==> src/rtl/core/bitmap_page_allocator_unit_macros.svh <==
// assertion macros for the bitmap page allocator
`ifndef BITMAP_PAGE_ALLOCATOR_UNIT_MACROS_SVH
`define BITMAP_PAGE_ALLOCATOR_UNIT_MACROS_SVH

// condition that holds at every clock edge out of reset
`define BPA_ASSERT(lbl, cond, msg) \
  lbl: assert property (@(posedge clk) disable iff (!rst_n) (cond)) else $error(msg);

// consequence that holds in the cycle after the antecedent
`define BPA_ASSERT_NEXT(lbl, ante, cons, msg) \
  lbl: assert property (@(posedge clk) disable iff (!rst_n) (ante) |=> (cons)) \
    else $error(msg);

`endif

==> src/rtl/core/bpa_pkg.sv <==
// package for the bitmap page allocator: sizes, opcodes and transfer types
`timescale 1ns / 1ps
`default_nettype none

package bpa_pkg;

  localparam int NUM_BYTES     = 128;
  localparam int BITS_PER_BYTE = 8;
  localparam int NUM_SLOTS     = NUM_BYTES * BITS_PER_BYTE;
  localparam int BYTE_AW       = (NUM_BYTES > 1) ? $clog2(NUM_BYTES) : 1;
  localparam int CNT_W         = $clog2(NUM_SLOTS + 1);

  localparam logic [7:0] FULL_BYTE = 8'hFF;

  localparam logic [1:0] OP_ALLOC = 2'd0;
  localparam logic [1:0] OP_FREE  = 2'd1;
  localparam logic [1:0] OP_QUERY = 2'd2;

  typedef struct packed {
    logic [1:0] opcode;
    logic [9:0] slot_index;
  } bpa_req_t;

  typedef struct packed {
    logic        success;
    logic [9:0]  granted_slot;
    logic [10:0] used_count;
  } bpa_rsp_t;

endpackage

`default_nettype wire

==> src/rtl/core/bitmap_page_allocator_unit.sv <==
// Bitmap page allocator: one request per transfer, one response per request.
// The bitmap holds one bit per slot in a byte-wide memory with one read and one
// write port; a per-byte valid flag cleared by reset makes the whole bitmap free
// at once, so no clearing pass is needed. Allocate reads bytes from the lowest
// upward, one per cycle, and stops at the first byte that is not full; when the
// bitmap is full it fails after the last byte. Free and query read one byte.
// A response that still waits on out_stall holds the next one back until it is
// taken. in_stall is high from request transfer until the response has been placed
// in the output register; a response that waits on out_stall does not block the
// next request from being taken.
`timescale 1ns / 1ps
`default_nettype none
`include "bitmap_page_allocator_unit_macros.svh"

module bitmap_page_allocator_unit
  import bpa_pkg::*;
(
  input  wire logic     clk,
  input  wire logic     rst_n,
  input  wire logic     in_valid,
  output logic          in_stall,
  input  wire bpa_req_t in_req,
  output logic          out_valid,
  input  wire logic     out_stall,
  output bpa_rsp_t      out_rsp
);

  typedef enum logic [1:0] {
    S_IDLE,
    S_SCAN,
    S_SLOT,
    S_DONE
  } state_t;

  // bitmap memory and per-byte valid flags
  logic [7:0]         usage_mem [NUM_BYTES];
  logic [NUM_BYTES-1:0] byte_vld_r;

  state_t             state_r, state_nxt;
  logic [1:0]         op_r, op_nxt;
  logic [9:0]         slot_r, slot_nxt;
  logic [BYTE_AW-1:0] scan_addr_r, scan_addr_nxt;
  logic [CNT_W-1:0]   count_r, count_nxt;
  bpa_rsp_t           res_r, res_nxt;
  logic               out_valid_r, out_valid_nxt;
  bpa_rsp_t           out_rsp_r, out_rsp_nxt;

  logic [7:0]         rd_data_r;
  logic               rd_vld_r;
  logic [BYTE_AW-1:0] rd_addr;
  logic [7:0]         cur_byte;

  logic               wr_en;
  logic [BYTE_AW-1:0] wr_addr;
  logic [7:0]         wr_data;

  logic               in_xfer;
  logic [2:0]         free_bit;
  logic               slot_in_range;
  logic               slot_used;
  logic [BYTE_AW-1:0] slot_byte;

  assign in_stall  = (state_r != S_IDLE);
  assign in_xfer   = in_valid && !in_stall;
  assign out_valid = out_valid_r;
  assign out_rsp   = out_rsp_r;

  assign cur_byte      = rd_vld_r ? rd_data_r : 8'h00;
  assign slot_in_range = (32'(slot_r) < 32'(NUM_SLOTS));
  assign slot_used     = cur_byte[slot_r[2:0]];
  assign slot_byte     = BYTE_AW'(slot_r >> 3);

  // lowest clear bit of the byte under test
  always_comb begin
    free_bit = 3'd0;
    for (int b = BITS_PER_BYTE - 1; b >= 0; b--) begin
      if (!cur_byte[b]) begin
        free_bit = 3'(b);
      end
    end
  end

  // read address: first byte on request, next byte while scanning
  always_comb begin
    if (state_r == S_SCAN) begin
      rd_addr = scan_addr_r + BYTE_AW'(1);
    end else if (in_req.opcode == OP_ALLOC) begin
      rd_addr = '0;
    end else begin
      rd_addr = BYTE_AW'(in_req.slot_index >> 3);
    end
  end

  always_comb begin
    state_nxt     = state_r;
    op_nxt        = op_r;
    slot_nxt      = slot_r;
    scan_addr_nxt = scan_addr_r;
    count_nxt     = count_r;
    res_nxt       = res_r;
    out_valid_nxt = out_valid_r && out_stall;
    out_rsp_nxt   = out_rsp_r;
    wr_en         = 1'b0;
    wr_addr       = scan_addr_r;
    wr_data       = cur_byte;

    unique case (state_r)
      S_IDLE: begin
        if (in_xfer) begin
          op_nxt        = in_req.opcode;
          slot_nxt      = in_req.slot_index;
          scan_addr_nxt = '0;
          res_nxt.success      = 1'b0;
          res_nxt.granted_slot = '0;
          res_nxt.used_count   = 11'(count_r);
          if (in_req.opcode == OP_ALLOC) begin
            state_nxt = S_SCAN;
          end else if (in_req.opcode == OP_FREE || in_req.opcode == OP_QUERY) begin
            state_nxt = S_SLOT;
          end else begin
            state_nxt = S_DONE;
          end
        end
      end
      S_SCAN: begin
        if (cur_byte != FULL_BYTE) begin
          wr_en     = 1'b1;
          wr_addr   = scan_addr_r;
          wr_data   = cur_byte | (8'h01 << free_bit);
          count_nxt = count_r + CNT_W'(1);
          res_nxt.success      = 1'b1;
          res_nxt.granted_slot = 10'({scan_addr_r, free_bit});
          res_nxt.used_count   = 11'(count_r + CNT_W'(1));
          state_nxt = S_DONE;
        end else if (scan_addr_r == BYTE_AW'(NUM_BYTES - 1)) begin
          state_nxt = S_DONE;
        end else begin
          scan_addr_nxt = scan_addr_r + BYTE_AW'(1);
        end
      end
      S_SLOT: begin
        if (op_r == OP_FREE) begin
          if (slot_in_range && slot_used) begin
            wr_en     = 1'b1;
            wr_addr   = slot_byte;
            wr_data   = cur_byte & ~(8'h01 << slot_r[2:0]);
            count_nxt = count_r - CNT_W'(1);
            res_nxt.success    = 1'b1;
            res_nxt.used_count = 11'(count_r - CNT_W'(1));
          end
        end else begin
          res_nxt.success = slot_in_range && !slot_used;
        end
        state_nxt = S_DONE;
      end
      S_DONE: begin
        if (!out_valid_r || !out_stall) begin
          out_valid_nxt = 1'b1;
          out_rsp_nxt   = res_r;
          state_nxt     = S_IDLE;
        end
      end
      default: begin
        state_nxt = S_IDLE;
      end
    endcase
  end

  always_ff @(posedge clk) begin
    op_r        <= op_nxt;
    slot_r      <= slot_nxt;
    scan_addr_r <= scan_addr_nxt;
    res_r       <= res_nxt;
    out_rsp_r   <= out_rsp_nxt;
    rd_vld_r    <= byte_vld_r[rd_addr];
    if (!rst_n) begin
      state_r     <= S_IDLE;
      count_r     <= '0;
      out_valid_r <= 1'b0;
      byte_vld_r  <= '0;
    end else begin
      state_r     <= state_nxt;
      count_r     <= count_nxt;
      out_valid_r <= out_valid_nxt;
      if (wr_en) begin
        byte_vld_r[wr_addr] <= 1'b1;
      end
    end
  end

  always_ff @(posedge clk) begin
    if (wr_en) begin
      usage_mem[wr_addr] <= wr_data;
    end
    rd_data_r <= usage_mem[rd_addr];
  end

  `BPA_ASSERT_NEXT(a_req_starts_work, in_xfer, state_r != S_IDLE, "request not taken up")
  `BPA_ASSERT(a_count_bound, 32'(count_r) <= 32'(NUM_SLOTS), "slot count out of range")
  `BPA_ASSERT(a_write_in_work, !wr_en || state_r == S_SCAN || state_r == S_SLOT,
              "bitmap written outside a request")
  `BPA_ASSERT(a_grant_needs_success,
              !out_valid_r || out_rsp_r.granted_slot == 10'd0 || out_rsp_r.success,
              "slot granted on failed request")

endmodule

`default_nettype wire
==> config.mk <==
export PLATFORM = sky130hd
export DESIGN_NAME = bitmap_page_allocator_unit
export DESIGN_NICKNAME = d
export VERILOG_FILES = /design/src/rtl/core/bpa_pkg.sv /design/src/rtl/core/bitmap_page_allocator_unit.sv
export VERILOG_INCLUDE_DIRS = /design/src /design/src/rtl/core
export SDC_FILE = /design/constraint.sdc
export NUM_CORES = 2
export LEC_CHECK = 0
export BUFFER_PORTS_ARGS = -buffer_cell sky130_fd_sc_hd__buf_2
export CORE_UTILIZATION = 50
export DETAILED_ROUTE_END_ITERATION = 10
export HOLD_SLACK_MARGIN = 0.05
export PLACE_DENSITY_LB_ADDON = 0.05
export SYNTH_ARGS = -nofsm -noshare
export SYNTH_HDL_FRONTEND = slang
export SYNTH_SLANG_ARGS = --single-unit
==> constraint.sdc <==
create_clock -name clk -period 7.9 [get_ports clk]
set_clock_uncertainty 0.15 [all_clocks]
set_input_delay 0.79 -clock clk [delete_from_list [all_inputs] [get_ports clk]]
set_output_delay 0.79 -clock clk [all_outputs]
set_load 0.02 [all_outputs]
==> impl_metrics.ini <==
[outcome]
status = finished clean

[timing]
holdWs_ns = 0.110
hold_viol = 0
maxSlewViolCount = 0
setup_viol = 0
fin_crit_sh_pct = 77.3
timing.slew.headroom_pct = 9.67
rsz0062_at_grt = false
max_freq_mhz = 164
fin_crit_ns = 6.11
fin_setup_tns_ns = 0
tightest_slew_ns = 1.34

[yosys]
synth_nets = 3349
synth_edf_count = 1087
synth_area_um2 = 50300
ys_types = 88
async_reset_ff_share_pct = 0
synth.avg_cell_area_um2 = 15.1
synth_ff_type = edfxtp_1
ys_seq_area_share_pct = 70.9
synth_cells = 3325
ys_ff_latch = 1238
yosys_warnings = 0

[worst_setup_path]
critPathMaxFanout = 23
crit_path_start_kind = flip-flop
crit_type = flip-flop to flip-flop
arrival_ns = 6.62
endpoint_kind = flip-flop
crit_required_ns = 8.41

[power]
p_leak_nw = 18.5
power.density_nw_per_um2 = 368
max-vdd-ir-drop_uv = 273

[place]
place.gp.congestion = 0.899
port_buffers = 39
placed_cells = 4496
dpl.hpwl_um = 88900

[route]
drtPass1Iterations = 6
routed_wl_um = 145000
drc = 0
routedWlPerCell_um = 30.6
vias = 30500
drt_iter0_drc = 3445
postRouteAntennaNets = 0
post_drt_via_cell_ratio = 6.43

[die]
die-area_um2 = 102000
die_y_um = 319
core_area_um2 = 99000
start_util_pct = 50.8
rows = 115
boundaryPins = 40
die_w_um = 319

[clock_tree]
cts_tree = built
cts_buffers = 132
clock_sink_count = 1238
postCtsResizedCells = 0
postCtsSetupRepairBufs = 0
htreeDepth = 4
max-clock-path-buffers = 3
cts_hold_buf = 0
clkTransAtPathRegs_ns = 0.06
worst_skew_pair.late_latency_ns = 0.73
clock_tree.root_cell = clkbuf_16

[layout]
area_delta_synth_final_pct = 11.5
finalCoreUtilization_pct = 56.6
stdcell_count = 4743
fin_nets = 3367
layout_common_cells = edfxtp_1, nand2_1, nor2_1, dfxtp_1, a21oi_1
mostFrequentLayoutCell = edfxtp_1
drive_gt1_share_pct = 13.7

[global_routing]
overflow = 0
grt_pass1_wl_um = 211000
grt_pass1_vias = 30100
track_usage_pct = 28.5
antenna_found_initial = 6
grt_max_degree = 104

[hold_path]
hold_class = input port to flip-flop

[job]
cap_violations = 0
[final cells by class]
class / instances / area, um2
antenna: 3 / 7.51
clock buffer: 187 / 3710
clock inverter: 57 / 607
fill: 7778 / 42900
inverter: 33 / 124
multi-input combinational: 1828 / 13500
sequential: 1238 / 35700
tap: 1287 / 1610
timing repair buffer: 110 / 822
[critical path, stage by stage, from the launching register on]
cell and delay [ns]:
edfxtp_1 0.53, ha_1 0.33, nand2_1 0.72, clkinv_1 0.83
nor2_4 0.81, nand2_1 0.60, o22ai_1 0.35, nor4_1 0.22
a211oi_1 1.11, o221a_1 0.36
[layer usage]
metal  global-route usage, %  share of wire, %  up-vias
li1                        -                 -    13100
met1                    39.2                41    15700
met2                    45.0                47     1370
met3                    5.21               7.5      308
met4                    11.4               4.1        8
met5                       0             0.037        -
[registers in the layout, summed over array words and instances (netlist names), 7 cells and up]
name,cells
rd_data_r,8
usage_mem,1024
res_r,22
slot_r,10
out_rsp,22
count_r,11
scan_addr_r,7
byte_vld_r,128
[worst paths after layout]
check | slack (ns) | endpoint | startpoint | depth (start not counted)
setup / recovery | 1.79 | rd_data_r[2] | scan_addr_r[1] | 9
hold / removal | 0.11 | slot_r[2] | in_req[2] | 1
setup reg to reg | 1.79 | rd_data_r[2] | scan_addr_r[1] | 9
hold reg to reg | 0.26 | out_rsp[7] | res_r[7] | 0
[synth_stat cells, drive strengths merged, types with 9 or more instances]
cell | number | share of area [%]
a211o | 10 | 0.17
a211oi | 78 | 1.2
a21oi | 148 | 1.5
a221o | 12 | 0.24
a221oi | 11 | 0.20
a22o | 10 | 0.17
a22oi | 28 | 0.42
a31oi | 67 | 0.83
a32oi | 22 | 0.38
and2 | 17 | 0.21
and3 | 71 | 0.89
and4 | 9 | 0.16
buf | 139 | 1.8
clkbuf | 87 | 0.65
dfxtp | 151 | 6.0
edfxtp | 1087 | 65
inv | 32 | 0.24
mux2i | 137 | 2.8
mux4 | 130 | 5.9
nand2 | 301 | 2.3
nand2b | 15 | 0.19
nand3 | 78 | 0.78
nand4 | 21 | 0.26
nor2 | 218 | 1.6
nor3 | 44 | 0.44
nor4 | 9 | 0.11
o211ai | 40 | 0.60
o21a | 131 | 2.0
o21ai | 72 | 0.72
o22a | 10 | 0.17
o22ai | 30 | 0.37
[metrics by stage]
stage,power [mW],cell area (um2),worst slack [ns]
after global routing,21.3,56100,1.73
after CTS,20.7,56100,2.07
after detailed placement,14.6,51700,2.08
final,20.7,56100,1.79
after global placement,14.5,51700,2.15
after floorplan,12.3,50300,1.62
[logic make-up after synthesis]
kind of cell,synth area share [%]
flops,70.9
mux,8.69
xor+xnor,0.122
buf+inv,2.65
simple gates,7.39
fa+ha+maj,0.199
compound gates,10.1
[power by group]
part	switching [mW]	total, mW	internal, mW
clock	2.54	6.15	3.62
combinational	4.36	5.94	1.58
sequential	0.214	8.57	8.35
Power figures use the tool's default switching activity.
